--- src/design/arithmetic_encoder_core_macros.svh ---
// Assertion macros for the arithmetic encoder core RTL.
// Used by files that include this header; expects i_clk and i_rst_n in scope.
`ifndef ARITHMETIC_ENCODER_CORE_MACROS_SVH
`define ARITHMETIC_ENCODER_CORE_MACROS_SVH

// Property that must hold in the same cycle.
`define ARENC_ASSERT(label, cond, msg) \
    label: assert property (@(posedge i_clk) disable iff (!i_rst_n) (cond)) \
        else $error(msg);

// Implication checked on the following cycle.
`define ARENC_ASSERT_NEXT(label, ante, cons, msg) \
    label: assert property (@(posedge i_clk) disable iff (!i_rst_n) (ante) |=> (cons)) \
        else $error(msg);

`endif

--- src/design/arenc_pkg.sv ---
// Package for the arithmetic encoder core: constants, types and the renormalize classifier.
// No dependencies.
package arenc_pkg;

    localparam int FREQ_BITS   = 16;
    localparam int PENDING_MAX = 448;
    localparam int PEND_W      = 9;
    localparam int PROD_W      = 49;
    localparam int DIV_STEPS   = 49;
    localparam int DCNT_W      = 6;
    localparam int RCNT_W      = 7;

    localparam logic [31:0] HALF_MARK     = 32'h8000_0000;
    localparam logic [31:0] QUARTER_MARK  = 32'h4000_0000;
    localparam logic [31:0] THREE_QUARTER = 32'hC000_0000;
    localparam logic [31:0] FULL_TOP      = 32'hFFFF_FFFF;

    typedef enum logic [1:0] {
        STEP_ZERO,
        STEP_ONE,
        STEP_MID,
        STEP_STOP
    } t_step;

    typedef enum logic [3:0] {
        CMD_NONE,
        CMD_LOAD,
        CMD_MUL_HI,
        CMD_MUL_LO,
        CMD_DIV_STEP,
        CMD_SET_IV,
        CMD_SCAN_STEP,
        CMD_REN_INIT,
        CMD_REN_STEP,
        CMD_PUSH,
        CMD_FIN_ADD,
        CMD_PAD,
        CMD_FIN_INIT,
        CMD_DRAIN
    } t_cmd;

    typedef enum logic [3:0] {
        S_IDLE,
        S_CHECK,
        S_DIV_HI,
        S_DIV_LO,
        S_SCAN,
        S_REN,
        S_EMIT,
        S_FIN_ADD,
        S_FIN_PAD,
        S_DRAIN
    } t_state;

    typedef struct packed {
        logic item_ok;
        logic div_done;
        logic scan_done;
        logic ren_done;
        logic ren_emits;
        logic emit_done;
        logic can_push;
        logic can_pad;
        logic bits_zero;
        logic hold_v;
        logic out_free;
    } t_status;

    // Decide one renormalize step from the current interval ends.
    function automatic t_step classify(input logic [31:0] lo, input logic [31:0] hi);
        t_step s;
        if (hi < HALF_MARK) begin
            s = STEP_ZERO;
        end else if (lo >= HALF_MARK) begin
            s = STEP_ONE;
        end else if (lo >= QUARTER_MARK && hi < THREE_QUARTER) begin
            s = STEP_MID;
        end else begin
            s = STEP_STOP;
        end
        return s;
    endfunction

endpackage

--- src/design/arenc_ctrl.sv ---
// Controller state machine of the arithmetic encoder core.
// Depends on arenc_pkg; drives datapath commands from datapath status.
module arenc_ctrl (
    input  logic               i_clk,
    input  logic               i_rst_n,
    input  logic               i_valid,
    input  logic               i_op,
    output logic               o_stall,
    input  arenc_pkg::t_status i_st,
    output arenc_pkg::t_cmd    o_cmd
);

    arenc_pkg::t_state r_state, n_state;
    logic r_fin, n_fin;

    always_ff @(posedge i_clk) begin
        if (!i_rst_n) begin
            r_state <= arenc_pkg::S_IDLE;
            r_fin   <= 1'b0;
        end else begin
            r_state <= n_state;
            r_fin   <= n_fin;
        end
    end

    always_comb begin
        n_state = r_state;
        n_fin   = r_fin;
        o_cmd   = arenc_pkg::CMD_NONE;
        o_stall = 1'b1;
        case (r_state)
            arenc_pkg::S_IDLE: begin
                o_stall = 1'b0;
                if (i_valid) begin
                    o_cmd   = arenc_pkg::CMD_LOAD;
                    n_fin   = i_op;
                    n_state = i_op ? arenc_pkg::S_FIN_ADD : arenc_pkg::S_CHECK;
                end
            end
            arenc_pkg::S_CHECK: begin
                if (!i_st.item_ok) begin
                    n_state = arenc_pkg::S_IDLE;
                end else begin
                    o_cmd   = arenc_pkg::CMD_MUL_HI;
                    n_state = arenc_pkg::S_DIV_HI;
                end
            end
            arenc_pkg::S_DIV_HI: begin
                if (!i_st.div_done) begin
                    o_cmd = arenc_pkg::CMD_DIV_STEP;
                end else begin
                    o_cmd   = arenc_pkg::CMD_MUL_LO;
                    n_state = arenc_pkg::S_DIV_LO;
                end
            end
            arenc_pkg::S_DIV_LO: begin
                if (!i_st.div_done) begin
                    o_cmd = arenc_pkg::CMD_DIV_STEP;
                end else begin
                    o_cmd   = arenc_pkg::CMD_SET_IV;
                    n_state = arenc_pkg::S_SCAN;
                end
            end
            arenc_pkg::S_SCAN: begin
                if (i_st.scan_done) begin
                    o_cmd   = arenc_pkg::CMD_REN_INIT;
                    n_state = arenc_pkg::S_REN;
                end else begin
                    o_cmd = arenc_pkg::CMD_SCAN_STEP;
                end
            end
            arenc_pkg::S_REN: begin
                if (i_st.ren_done) begin
                    n_state = arenc_pkg::S_DRAIN;
                end else begin
                    o_cmd = arenc_pkg::CMD_REN_STEP;
                    if (i_st.ren_emits) begin
                        n_state = arenc_pkg::S_EMIT;
                    end
                end
            end
            arenc_pkg::S_EMIT: begin
                if (i_st.emit_done) begin
                    n_state = r_fin ? arenc_pkg::S_FIN_PAD : arenc_pkg::S_REN;
                end else if (i_st.can_push) begin
                    o_cmd = arenc_pkg::CMD_PUSH;
                end
            end
            arenc_pkg::S_FIN_ADD: begin
                o_cmd   = arenc_pkg::CMD_FIN_ADD;
                n_state = arenc_pkg::S_EMIT;
            end
            arenc_pkg::S_FIN_PAD: begin
                if (i_st.bits_zero) begin
                    o_cmd   = arenc_pkg::CMD_FIN_INIT;
                    n_state = arenc_pkg::S_DRAIN;
                end else if (i_st.can_pad) begin
                    o_cmd = arenc_pkg::CMD_PAD;
                end
            end
            arenc_pkg::S_DRAIN: begin
                if (!i_st.hold_v) begin
                    n_state = arenc_pkg::S_IDLE;
                end else if (i_st.out_free) begin
                    o_cmd   = arenc_pkg::CMD_DRAIN;
                    n_state = arenc_pkg::S_IDLE;
                end
            end
            default: begin
                n_state = arenc_pkg::S_IDLE;
            end
        endcase
    end

endmodule

--- src/design/arenc_dp.sv ---
// Datapath of the arithmetic encoder core: interval, divider, bit packer and output stage.
// Depends on arenc_pkg and arithmetic_encoder_core_macros.svh; commanded by arenc_ctrl.
`include "arithmetic_encoder_core_macros.svh"

module arenc_dp #(
    parameter int FREQ_BITS   = arenc_pkg::FREQ_BITS,
    parameter int PENDING_MAX = arenc_pkg::PENDING_MAX
) (
    input  logic               i_clk,
    input  logic               i_rst_n,
    input  arenc_pkg::t_cmd    i_cmd,
    input  logic [15:0]        i_cum_low,
    input  logic [16:0]        i_cum_high,
    input  logic [16:0]        i_total,
    input  logic               i_stall,
    output arenc_pkg::t_status o_st,
    output logic               o_valid,
    output logic [7:0]         o_out_byte,
    output logic               o_last,
    output logic               o_overflow
);

    localparam logic [24:0] TOT_LIMIT = 25'(64'd1 << FREQ_BITS);
    localparam logic [arenc_pkg::PEND_W-1:0] PEND_LIMIT = arenc_pkg::PEND_W'(PENDING_MAX);

    logic [31:0] r_lo, r_hi, r_slo, r_shi, r_range, r_qhi;
    logic [arenc_pkg::PEND_W-1:0] r_pend, r_spend;
    logic [7:0]  r_bs, r_hold;
    logic [2:0]  r_bits;
    logic        r_flag, r_hold_v, r_ebit, r_first;
    logic [15:0] r_cl;
    logic [16:0] r_ch, r_tot;
    logic [arenc_pkg::PROD_W-1:0] r_dvd;
    logic [17:0] r_rem;
    logic [arenc_pkg::DCNT_W-1:0] r_dcnt;
    logic [arenc_pkg::RCNT_W-1:0] r_rcnt;
    logic        r_out_v, r_out_last, r_out_ovf;
    logic [7:0]  r_out_byte;

    arenc_pkg::t_step scan_step, ren_step;
    logic        out_free, push_bit, out_load;
    logic [7:0]  push_byte, pad_byte;
    logic [17:0] rem_try;
    logic [31:0] slo_n, shi_n, lo_n, hi_n;
    logic        pend_in_range, drain_ok, fin_init, fin_clean;

    assign scan_step = arenc_pkg::classify(r_slo, r_shi);
    assign ren_step  = arenc_pkg::classify(r_lo, r_hi);
    assign out_free  = !r_out_v || !i_stall;
    assign push_bit  = r_first ? r_ebit : !r_ebit;
    assign push_byte = {r_bs[6:0], push_bit};
    assign pad_byte  = 8'(r_bs << (4'd8 - {1'b0, r_bits}));
    assign rem_try   = {r_rem[16:0], r_dvd[arenc_pkg::PROD_W-1]};

    // A byte moves from the hold stage into the output register on these commands.
    assign out_load  = (i_cmd == arenc_pkg::CMD_DRAIN)
                       || (r_hold_v && (((i_cmd == arenc_pkg::CMD_PUSH) && (r_bits == 3'd7))
                                        || (i_cmd == arenc_pkg::CMD_PAD)));

    always_comb begin
        slo_n = r_slo;
        shi_n = r_shi;
        if (scan_step == arenc_pkg::STEP_ONE) begin
            slo_n = r_slo - arenc_pkg::HALF_MARK;
            shi_n = r_shi - arenc_pkg::HALF_MARK;
        end else if (scan_step == arenc_pkg::STEP_MID) begin
            slo_n = r_slo - arenc_pkg::QUARTER_MARK;
            shi_n = r_shi - arenc_pkg::QUARTER_MARK;
        end
        lo_n = r_lo;
        hi_n = r_hi;
        if (ren_step == arenc_pkg::STEP_ONE) begin
            lo_n = r_lo - arenc_pkg::HALF_MARK;
            hi_n = r_hi - arenc_pkg::HALF_MARK;
        end else if (ren_step == arenc_pkg::STEP_MID) begin
            lo_n = r_lo - arenc_pkg::QUARTER_MARK;
            hi_n = r_hi - arenc_pkg::QUARTER_MARK;
        end
    end

    always_comb begin
        o_st.item_ok   = (r_tot != 17'd0) && ({8'd0, r_tot} <= TOT_LIMIT)
                         && (r_ch <= r_tot) && ({1'b0, r_cl} < r_ch);
        o_st.div_done  = (r_dcnt == arenc_pkg::DCNT_W'(arenc_pkg::DIV_STEPS));
        o_st.scan_done = (scan_step == arenc_pkg::STEP_STOP) || r_rcnt[arenc_pkg::RCNT_W-1];
        o_st.ren_done  = (ren_step == arenc_pkg::STEP_STOP) || r_rcnt[arenc_pkg::RCNT_W-1];
        o_st.ren_emits = (ren_step == arenc_pkg::STEP_ZERO) || (ren_step == arenc_pkg::STEP_ONE);
        o_st.emit_done = !r_first && (r_pend == '0);
        o_st.can_push  = !((r_bits == 3'd7) && r_hold_v && !out_free);
        o_st.can_pad   = !(r_hold_v && !out_free);
        o_st.bits_zero = (r_bits == 3'd0);
        o_st.hold_v    = r_hold_v;
        o_st.out_free  = out_free;
    end

    // Payload and working registers.
    always_ff @(posedge i_clk) begin
        case (i_cmd)
            arenc_pkg::CMD_LOAD: begin
                r_cl    <= i_cum_low;
                r_ch    <= i_cum_high;
                r_tot   <= i_total;
                r_range <= r_hi - r_lo;
            end
            arenc_pkg::CMD_MUL_HI: begin
                r_dvd <= r_range * r_ch;
                r_rem <= '0;
            end
            arenc_pkg::CMD_MUL_LO: begin
                r_qhi <= r_dvd[31:0];
                r_dvd <= r_range * {1'b0, r_cl};
                r_rem <= '0;
            end
            arenc_pkg::CMD_DIV_STEP: begin
                if (rem_try >= {1'b0, r_tot}) begin
                    r_rem <= rem_try - {1'b0, r_tot};
                    r_dvd <= {r_dvd[arenc_pkg::PROD_W-2:0], 1'b1};
                end else begin
                    r_rem <= rem_try;
                    r_dvd <= {r_dvd[arenc_pkg::PROD_W-2:0], 1'b0};
                end
            end
            arenc_pkg::CMD_SET_IV: begin
                r_slo   <= r_lo + r_dvd[31:0];
                r_shi   <= r_lo + r_qhi;
                r_spend <= r_pend;
            end
            arenc_pkg::CMD_SCAN_STEP: begin
                r_slo <= {slo_n[30:0], 1'b0};
                r_shi <= {shi_n[30:0], 1'b0};
                if (scan_step == arenc_pkg::STEP_MID) begin
                    if (r_spend < PEND_LIMIT) begin
                        r_spend <= r_spend + 1'b1;
                    end
                end else begin
                    r_spend <= '0;
                end
            end
            arenc_pkg::CMD_REN_STEP: begin
                r_ebit <= (ren_step == arenc_pkg::STEP_ONE);
            end
            arenc_pkg::CMD_FIN_ADD: begin
                r_ebit <= (r_lo >= arenc_pkg::QUARTER_MARK);
            end
            default: begin
            end
        endcase
    end

    // Architectural state, counters and the byte path.
    always_ff @(posedge i_clk) begin
        if (!i_rst_n) begin
            r_lo     <= '0;
            r_hi     <= arenc_pkg::FULL_TOP;
            r_pend   <= '0;
            r_bs     <= '0;
            r_bits   <= '0;
            r_flag   <= 1'b0;
            r_hold_v <= 1'b0;
            r_first  <= 1'b0;
            r_out_v  <= 1'b0;
            r_dcnt   <= '0;
            r_rcnt   <= '0;
        end else begin
            if (out_load) begin
                r_out_v <= 1'b1;
            end else if (r_out_v && !i_stall) begin
                r_out_v <= 1'b0;
            end
            case (i_cmd)
                arenc_pkg::CMD_MUL_HI, arenc_pkg::CMD_MUL_LO: begin
                    r_dcnt <= '0;
                end
                arenc_pkg::CMD_DIV_STEP: begin
                    r_dcnt <= r_dcnt + 1'b1;
                end
                arenc_pkg::CMD_SET_IV: begin
                    r_hi   <= r_lo + r_qhi;
                    r_lo   <= r_lo + r_dvd[31:0];
                    r_rcnt <= '0;
                end
                arenc_pkg::CMD_SCAN_STEP: begin
                    r_rcnt <= r_rcnt + 1'b1;
                    if (scan_step == arenc_pkg::STEP_MID && r_spend >= PEND_LIMIT) begin
                        r_flag <= 1'b1;
                    end
                end
                arenc_pkg::CMD_REN_INIT: begin
                    r_rcnt <= '0;
                end
                arenc_pkg::CMD_REN_STEP: begin
                    r_rcnt <= r_rcnt + 1'b1;
                    r_lo   <= {lo_n[30:0], 1'b0};
                    r_hi   <= {hi_n[30:0], 1'b0};
                    if (ren_step == arenc_pkg::STEP_MID) begin
                        if (r_pend < PEND_LIMIT) begin
                            r_pend <= r_pend + 1'b1;
                        end
                    end else begin
                        r_first <= 1'b1;
                    end
                end
                arenc_pkg::CMD_FIN_ADD: begin
                    r_first <= 1'b1;
                    if (r_pend >= PEND_LIMIT) begin
                        r_flag <= 1'b1;
                    end else begin
                        r_pend <= r_pend + 1'b1;
                    end
                end
                arenc_pkg::CMD_PUSH: begin
                    if (r_first) begin
                        r_first <= 1'b0;
                    end else begin
                        r_pend <= r_pend - 1'b1;
                    end
                    if (r_bits == 3'd7) begin
                        r_bs     <= '0;
                        r_bits   <= '0;
                        r_hold   <= push_byte;
                        r_hold_v <= 1'b1;
                        if (r_hold_v) begin
                            r_out_byte <= r_hold;
                            r_out_last <= 1'b0;
                            r_out_ovf  <= r_flag;
                        end
                    end else begin
                        r_bs   <= push_byte;
                        r_bits <= r_bits + 1'b1;
                    end
                end
                arenc_pkg::CMD_PAD: begin
                    r_bs     <= '0;
                    r_bits   <= '0;
                    r_hold   <= pad_byte;
                    r_hold_v <= 1'b1;
                    if (r_hold_v) begin
                        r_out_byte <= r_hold;
                        r_out_last <= 1'b0;
                        r_out_ovf  <= r_flag;
                    end
                end
                arenc_pkg::CMD_FIN_INIT: begin
                    r_lo   <= '0;
                    r_hi   <= arenc_pkg::FULL_TOP;
                    r_pend <= '0;
                    r_bs   <= '0;
                    r_bits <= '0;
                end
                arenc_pkg::CMD_DRAIN: begin
                    r_hold_v   <= 1'b0;
                    r_out_byte <= r_hold;
                    r_out_last <= 1'b1;
                    r_out_ovf  <= r_flag;
                end
                default: begin
                end
            endcase
        end
    end

    assign o_valid    = r_out_v;
    assign o_out_byte = r_out_byte;
    assign o_last     = r_out_last;
    assign o_overflow = r_out_ovf;

    assign pend_in_range = (r_pend <= PEND_LIMIT);
    assign drain_ok      = (i_cmd != arenc_pkg::CMD_DRAIN) || out_free;
    assign fin_init      = (i_cmd == arenc_pkg::CMD_FIN_INIT);
    assign fin_clean     = (r_bits == 3'd0) && (r_lo == '0) && (r_pend == '0);

    `ARENC_ASSERT(a_pend_limit, pend_in_range, "pending count above its limit")
    `ARENC_ASSERT(a_drain_free, drain_ok, "drain into a blocked output stage")
    `ARENC_ASSERT_NEXT(a_fin_clear, fin_init, fin_clean, "finish left coder state behind")
    `ARENC_ASSERT_NEXT(a_flag_sticky, r_flag, r_flag, "overflow flag cleared without reset")

endmodule

--- src/design/arithmetic_encoder_core.sv ---
// Top level of the 32-bit arithmetic encoder core.
// Depends on arenc_pkg, arenc_ctrl and arenc_dp.

// The block takes one transaction at a time. An encode transaction carries the symbol's
// cumulative interval and the model total; the block narrows the coding interval with two
// products that are each divided by the total in a one-bit-per-cycle restoring divider,
// then renormalizes. Renormalization runs twice: a first pass of up to 64 steps only
// tracks the pending underflow count so that the sticky overflow flag is final before any
// byte leaves, and a second pass of up to 64 steps moves the interval and emits bits at
// one bit per cycle while the output side does not stall a full output stage, so an
// emitted bit is followed by each of its pending bits in turn.
// Bytes leave through a one-entry output register after a one-byte hold stage, so the last
// byte of each transaction can be marked; the overflow field reports the flag as it stands
// after the whole transaction. An invalid symbol (zero total, total above the model limit,
// cum_high above total, or cum_low not below cum_high) is dropped without results.
module arithmetic_encoder_core #(
    parameter int FREQ_BITS   = arenc_pkg::FREQ_BITS,
    parameter int PENDING_MAX = arenc_pkg::PENDING_MAX
) (
    input  logic        i_clk,
    input  logic        i_rst_n,
    input  logic        i_valid,
    output logic        o_stall,
    input  logic        i_op,
    input  logic [15:0] i_cum_low,
    input  logic [16:0] i_cum_high,
    input  logic [16:0] i_total,
    output logic        o_valid,
    input  logic        i_stall,
    output logic [7:0]  o_out_byte,
    output logic        o_last,
    output logic        o_overflow
);

    arenc_pkg::t_cmd    cmd;
    arenc_pkg::t_status st;

    arenc_ctrl u_ctrl (
        .i_clk   (i_clk),
        .i_rst_n (i_rst_n),
        .i_valid (i_valid),
        .i_op    (i_op),
        .o_stall (o_stall),
        .i_st    (st),
        .o_cmd   (cmd)
    );

    arenc_dp #(
        .FREQ_BITS   (FREQ_BITS),
        .PENDING_MAX (PENDING_MAX)
    ) u_dp (
        .i_clk      (i_clk),
        .i_rst_n    (i_rst_n),
        .i_cmd      (cmd),
        .i_cum_low  (i_cum_low),
        .i_cum_high (i_cum_high),
        .i_total    (i_total),
        .i_stall    (i_stall),
        .o_st       (st),
        .o_valid    (o_valid),
        .o_out_byte (o_out_byte),
        .o_last     (o_last),
        .o_overflow (o_overflow)
    );

endmodule

--- config.mk ---
export PLATFORM = sky130hd
export DESIGN_NAME = arithmetic_encoder_core
export DESIGN_NICKNAME = d
export VERILOG_FILES = /design/src/design/arenc_pkg.sv /design/src/design/arenc_ctrl.sv /design/src/design/arenc_dp.sv /design/src/design/arithmetic_encoder_core.sv
export VERILOG_INCLUDE_DIRS = /design/src /design/src/design
export SDC_FILE = /design/constraint.sdc
export NUM_CORES = 2
export LEC_CHECK = 0
export BUFFER_PORTS_ARGS = -buffer_cell sky130_fd_sc_hd__buf_4
export CAP_MARGIN = 30
export CORE_MARGIN = 3
export CORE_UTILIZATION = 50
export CTS_CLUSTER_DIAMETER = 50
export CTS_CLUSTER_SIZE = 30
export DETAILED_ROUTE_END_ITERATION = 10
export PLACE_DENSITY = 0.63
export SYNTH_ARGS = -nofsm -noshare
export SYNTH_HDL_FRONTEND = slang
export SYNTH_SLANG_ARGS = --single-unit
--- constraint.sdc ---
create_clock -name i_clk -period 8 [get_ports i_clk]
set_input_delay 0 -clock i_clk [delete_from_list [all_inputs] [get_ports i_clk]]
set_output_delay 0 -clock i_clk [all_outputs]
set_load 0.01 [all_outputs]
Word level (Yosys, flattened, before mapping)

Index checks and enable logic that the tools add are counted.

Register bits after elaboration: 378
Bits in latches: 0
Memory bits (writable): 0
Memory bits (read-only): 0
Input bits: 55
Output and inout bits: 12
Memories: 0

Add/subtract/negate cells: 19
$mul: 2
Div/mod/pow operators: 0
Magnitude comparators: 16
Equal/unequal tests: 47
Shift operators: 1
Multiplexer cells: 85
Bitwise logic cells: 0
Reductions and logical operators: 55

Operators by type and width:

| operator                                                                              | number |
|---|---|
| 31-bit two-way mux                                                                    | 8 |
| 32-bit one-hot mux with 3 select lines                                                | 2 |
| 49-bit one-hot mux with 3 select lines                                                | 1 |
| 32-bit less-than comparator, second input constant                                    | 4 |
| 32-bit one-hot mux with 2 select lines                                                | 2 |
| 31-bit by 1-bit subtractor with 31-bit output, second input constant                  | 4 |
| 31-bit subtractor, second input constant                                              | 4 |
| 4-bit one-hot mux with 10 select lines                                                | 2 |
| 4-bit two-way mux                                                                     | 18 |
| 32-bit adder                                                                          | 2 |
| 32-bit by 31-bit greater-or-equal comparator with 1-bit output, second input constant | 2 |
| 32-bit greater-or-equal comparator, second input constant                             | 2 |
| 9-bit two-way mux                                                                     | 6 |
| 32-bit by 17-bit multiplier with 49-bit output                                        | 1 |
| 32-bit by 16-bit multiplier with 48-bit output                                        | 1 |
| 9-bit one-hot mux with 4 select lines                                                 | 1 |
| 17-bit one-hot mux with 2 select lines                                                | 1 |
| 4-bit by 3-bit == test with 1-bit output, second input constant                       | 8 |
| 4-bit == test, second input constant                                                  | 8 |
| 8-bit two-way mux                                                                     | 4 |
| 8-bit one-hot mux with 2 select lines                                                 | 2 |
| 32-bit subtractor                                                                     | 1 |
| 8-bit one-hot mux with 3 select lines                                                 | 1 |
| 9-bit by 1-bit adder with 9-bit output, second input constant                         | 2 |
| 49 further kinds                                                                      | 138 |

Longest topological paths before layout

Word-level depth: 15
Mapped depth: 26
Gate-level depth less buffers: 25

Cells and area by module

A second synthesis with hierarchy kept.

Cells, all modules: 6,221
Area total of the unflattened synthesis: 55,545.8 um^2

Modules (own cells, without submodules):

| module     | instances | cells an instance | area each (um^2) | sequential area each (um^2) |
|---|---|---|---|---|
| arenc_dp   | 1         | 6,128             | 54,801.3         | 10,189.8 |
| arenc_ctrl | 1         | 93                | 744.5            | 100.1 |

Worst setup path before layout

No wires, ideal clock.

Path kind: register -> register
From: reg u_dp.r_range[17]
To: reg u_dp.r_dvd[46] (netlist bit), data pin
Setup time: 0.259 ns
Arrival: 6.283 ns
Required time: 7.741 ns
Setup slack: 1.458 ns
Cell stages (with the launch flop): 26
Path buffers: 2
Period minus slack after synthesis: 6.542 ns
Path through: edfxtp_1 > clkbuf_1 > nand2_1 > fa_1 > inv_1 > fa_1 > inv_1 > fa_1 > inv_1 > fa_1 > fa_1 > inv_1 > fa_1 > inv_1 > ha_1 > clkbuf_1 > a211o_1 > a21oi_1 > nand2_1 > nor4_1 > o31ai_1 > o31ai_1 > a211oi_1 > o21ai_0 > mux2i_1 > a211o_1

Cells in the longest elaborated chain, start to end: 2
Elaborated cells on any way between the ends: 3
Those cells by class: mul: 2; mux: 1

Ends and longest elaborated chain:

| element                                                                                                          | RTL line                         | RTL |
|---|---|---|
| start, declared                                                                                                  | arenc_dp.sv:26                   | `logic [31:0] r_lo, r_hi, r_slo, r_shi, r_range, r_qhi;` |
| start signal, assigned                                                                                           | arenc_dp.sv:103                  | `r_range <= r_hi - r_lo;` |
| 32-bit by 16-bit multiplier with 48-bit output or 32-bit by 17-bit multiplier with 49-bit output (tied branches) | arenc_dp.sv:111, arenc_dp.sv:106 |  |
| 49-bit one-hot mux with 3 select lines *                                                                         | arenc_dp.sv:98                   | `case (i_cmd)` |
| end signal, assigned                                                                                             | arenc_dp.sv:106                  | `r_dvd <= r_range * r_ch;` |
| end signal, assigned                                                                                             | arenc_dp.sv:111                  | `r_dvd <= r_range * {1'b0, r_cl};` |
| end signal, assigned                                                                                             | arenc_dp.sv:117                  | `r_dvd <= {r_dvd[arenc_pkg::PROD_W-2:0], 1'b1};` |
| end, declared                                                                                                    | arenc_dp.sv:33                   | `logic [arenc_pkg::PROD_W-1:0] r_dvd;` |

Every way passes the cells marked *; elsewhere a longest branch is shown, timed or not.
A chain may end at the register's enable or synchronous reset.

Worst setup path after layout

From: reg u_dp.r_range[11]
To: reg u_dp.r_dvd[46] (netlist bit), data pin

The elaborated chain is that of the path after synthesis.

==> impl_metrics.json <==
{
  "place.gp.congestion": 0.955,
  "r2r_start": "u_dp.r_range[11]",
  "final_common_cell": "inv_1",
  "min_period_ps": 7710,
  "fin_setup_tns_ps": 0,
  "cts_tree": "built",
  "numCtsBuffers": 59,
  "grt_antenna_before_repair": 4,
  "syn-num-nets": 7439,
  "setup_viol": 0,
  "placed_cell_area_um2": 57200,
  "num_vias": 42900,
  "synth-main-ff-cell": "edfxtp_1",
  "clkSinkCount": 378,
  "fmax_mhz": 130,
  "period_share_pct": 96.4,
  "io_pins": 67,
  "cap_viol_max_count": 0,
  "final_max_slew_viol_count": 0,
  "synth.distinct_cells": 96,
  "cts.clk_slew.worst_paths_ps": 60,
  "hold_path_end": "u_dp.r_cl[12]",
  "design_area_um2": 59900,
  "place_ws_ps": 205,
  "async_flop_share_pct": 0,
  "path_class": "reg -> reg",
  "fin_ws_ps": 289,
  "nets": 7487,
  "rr_worst_depth": 23,
  "clock_path_buffers": 3,
  "finClkSkew_ps": 46.4,
  "rows": 120,
  "synth_edf_count": 272,
  "crit_buf_inv": 5,
  "io_buffers": 66,
  "ant_nets": 0,
  "clkLatencyLatePin_ps": 680,
  "grtUsageMet3_pct": 4.34,
  "syn_area_um2": 54900,
  "grt_most_used_layer": "met2",
  "worstHoldStart": "i_cum_low[12]",
  "drc": 0,
  "arrival_ps": 8110,
  "rsz0062_at_grt": "no",
  "crit_chain": "buf_4, nand2_1, fa_1, inv_1, fa_1, fa_1, fa_1, fa_1, inv_1, fa_1, inv_1, ha_1, a211o_1, a21oi_1, nand2_1, nor4_1, o31ai_1, buf_4, o31ai_1, a211oi_1, o21ai_0, mux2i_1, a211o_1",
  "dr.pass1.iters": 6,
  "reg2reg_to": "u_dp.r_dvd[46]",
  "min_path_type": "in -> reg",
  "die_area_um2": 114000,
  "die_h_um": 338,
  "max_stage_delay_ps": 660,
  "grt_overflow": 0,
  "grtUsageMet2_pct": 49.7,
  "r2r_slack_ps": 290,
  "synth_cells": 6111,
  "syn2layout_area_growth_pct": 8.98,
  "yosysSeqAreaShare_pct": 18.7,
  "post_cts_resized": 0,
  "hold_path_depth": 2,
  "routed_wl_mm": 161,
  "worstSetupStartpointType": "flip-flop",
  "hold_viol": 0,
  "drt_iter0_markers": 3231,
  "vias_per_cell": 5.63,
  "hold-worst-slack_ps": 51.3,
  "cts_max_level": 2,
  "end_kind": "flip-flop",
  "mostFrequentLayoutCells": "1149 x inv_1, 1044 x nand2_1, 872 x fa_1",
  "start_util_pct": 50.8,
  "slew_headroom_pct": 34.0,
  "met1_usage_pct": 36.0,
  "synth-seq-cells": 378,
  "tightest_slew_ps": 984,
  "grt_max_degree": 86,
  "status": "finished, final reports clean",
  "slowest_stage": "edfxtp_1",
  "syn-mean-instance-area_um2": 8.99,
  "drive_gt1_share_pct": 6.12,
  "cpMostUsedCell": "fa_1",
  "grt_usage_pct": 29.0,
  "post_drt_wl_per_cell_um": 21.1,
  "cp.required_ps": 8400,
  "critPathTopFamily": "adder cells",
  "grt_pass1_wl_mm": 255,
  "die_w_um": 338,
  "path_max_fanout": 18,
  "cts-root-buf": "clkbuf_16",
  "path_depth": 23,
  "grt_pass1_vias": 45500,
  "core_um2": 108000,
  "dp_hpwl_mm": 126,
  "yosys_warnings": 0
}
worst reg2reg max path, cell delays in order (launching register included):
cell and delay [ps]:
edfxtp_1 660, buf_4 430, nand2_1 140, fa_1 540, inv_1 50, fa_1 490, fa_1 580, fa_1 430
fa_1 490, inv_1 50, fa_1 470, inv_1 40, ha_1 390, a211o_1 300, a21oi_1 170, nand2_1 100
nor4_1 370, o31ai_1 130, buf_4 170, o31ai_1 450, a211oi_1 180, o21ai_0 360, mux2i_1 140, a211o_1 300
metrics by stage:
stage          utilization (%)  std cells
6_report                  55.4       7616
4_1_cts                   55.3       7604
2_1_floorplan                -       6111
3_5_place_dp              52.9       7437
3_3_place_gp              52.8       7435
5_1_grt                   55.4       7613
final cells by class:
class / count / area (um2)
tap: 1403 / 1760
fill: 9829 / 48200
sequential: 378 / 10300
multi-input combinational: 4294 / 39200
inverter: 1153 / 4330
clock inverter: 48 / 523
clock buffer: 64 / 1540
timing repair buffer: 273 / 2280
antenna: 3 / 7.51
routing by layer:
metal | vias up | wire length [um]
met5 | - | 0
met4 | 0 | 9160
met3 | 399 | 10300
met2 | 1410 | 77300
met1 | 21600 | 64200
li1 | 19400 | -
timing repair:
action / CTS / global route
buffers inserted: 0 / 9
hold endpoints to repair: 87 / 0
setup endpoints to repair: 0 / 4
hold buffers: 55 / 0
cells by family after synthesis:
| kind of cell | count (synthesis) | synth area share (%) |
|---|---|---|
| AO/OA/AOI/OAI | 891 | 10.6 |
| multiplexers | 45 | 0.854 |
| adder cells (fa/ha/maj) | 1273 | 40.9 |
| flip-flops | 378 | 18.7 |
| AND/OR/NAND/NOR | 1891 | 15.7 |
| buffers and inverters | 1439 | 10.0 |
| XOR/XNOR | 194 | 3.09 |
synth_stat cells (33+ instances only):
master / number / area, um2
o21ai_0: 158 / 791
xor2_1: 65 / 569
ha_1: 401 / 5020
mux2i_1: 33 / 330
nand2b_1: 36 / 225
nor2_1: 201 / 754
clkbuf_1: 247 / 927
a21o_1: 97 / 728
o21a_1: 35 / 263
nor2b_1: 38 / 238
edfxtp_1: 272 / 8170
inv_1: 1152 / 4320
fa_1: 872 / 17500
and2_1: 352 / 2200
a22oi_1: 42 / 315
nor3_1: 45 / 225
dfxtp_1: 106 / 2120
nand3_1: 50 / 250
a21oi_1: 260 / 1300
xnor2_1: 129 / 1130
nand2_1: 1046 / 3930
registers in the layout, indices dropped and copies added (netlist names), 8 cells and up:
name and count:
u_dp.r_tot 17, u_dp.r_pend 9, u_dp.r_qhi 32, u_dp.r_rem 17, u_dp.r_cl 16, u_dp.r_lo 32
u_dp.r_shi 32, u_dp.r_bs 8, u_dp.r_dvd 49, u_dp.r_range 32, u_dp.r_ch 17, u_dp.o_out_byte 8
u_dp.r_spend 9, u_dp.r_slo 32, u_dp.r_hi 32, u_dp.r_hold 8
worst max path at each step:
stage          slack [ps]             start             end
5_1_grt                10      u_dp.r_ch[9]  u_dp.r_dvd[46]
3_5_place_dp          200      u_dp.r_ch[5]  u_dp.r_dvd[45]
4_1_cts               190      u_dp.r_ch[5]  u_dp.r_dvd[45]
2_1_floorplan        1460  u_dp.r_range[17]  u_dp.r_dvd[46]
6_report              290  u_dp.r_range[11]  u_dp.r_dvd[46]
3_3_place_gp          260      u_dp.r_ch[3]  u_dp.r_dvd[45]
Power is left out: the tool's default activity adds up to more than one toggle a clock period on the data nets, which glitch-free logic cannot reach.
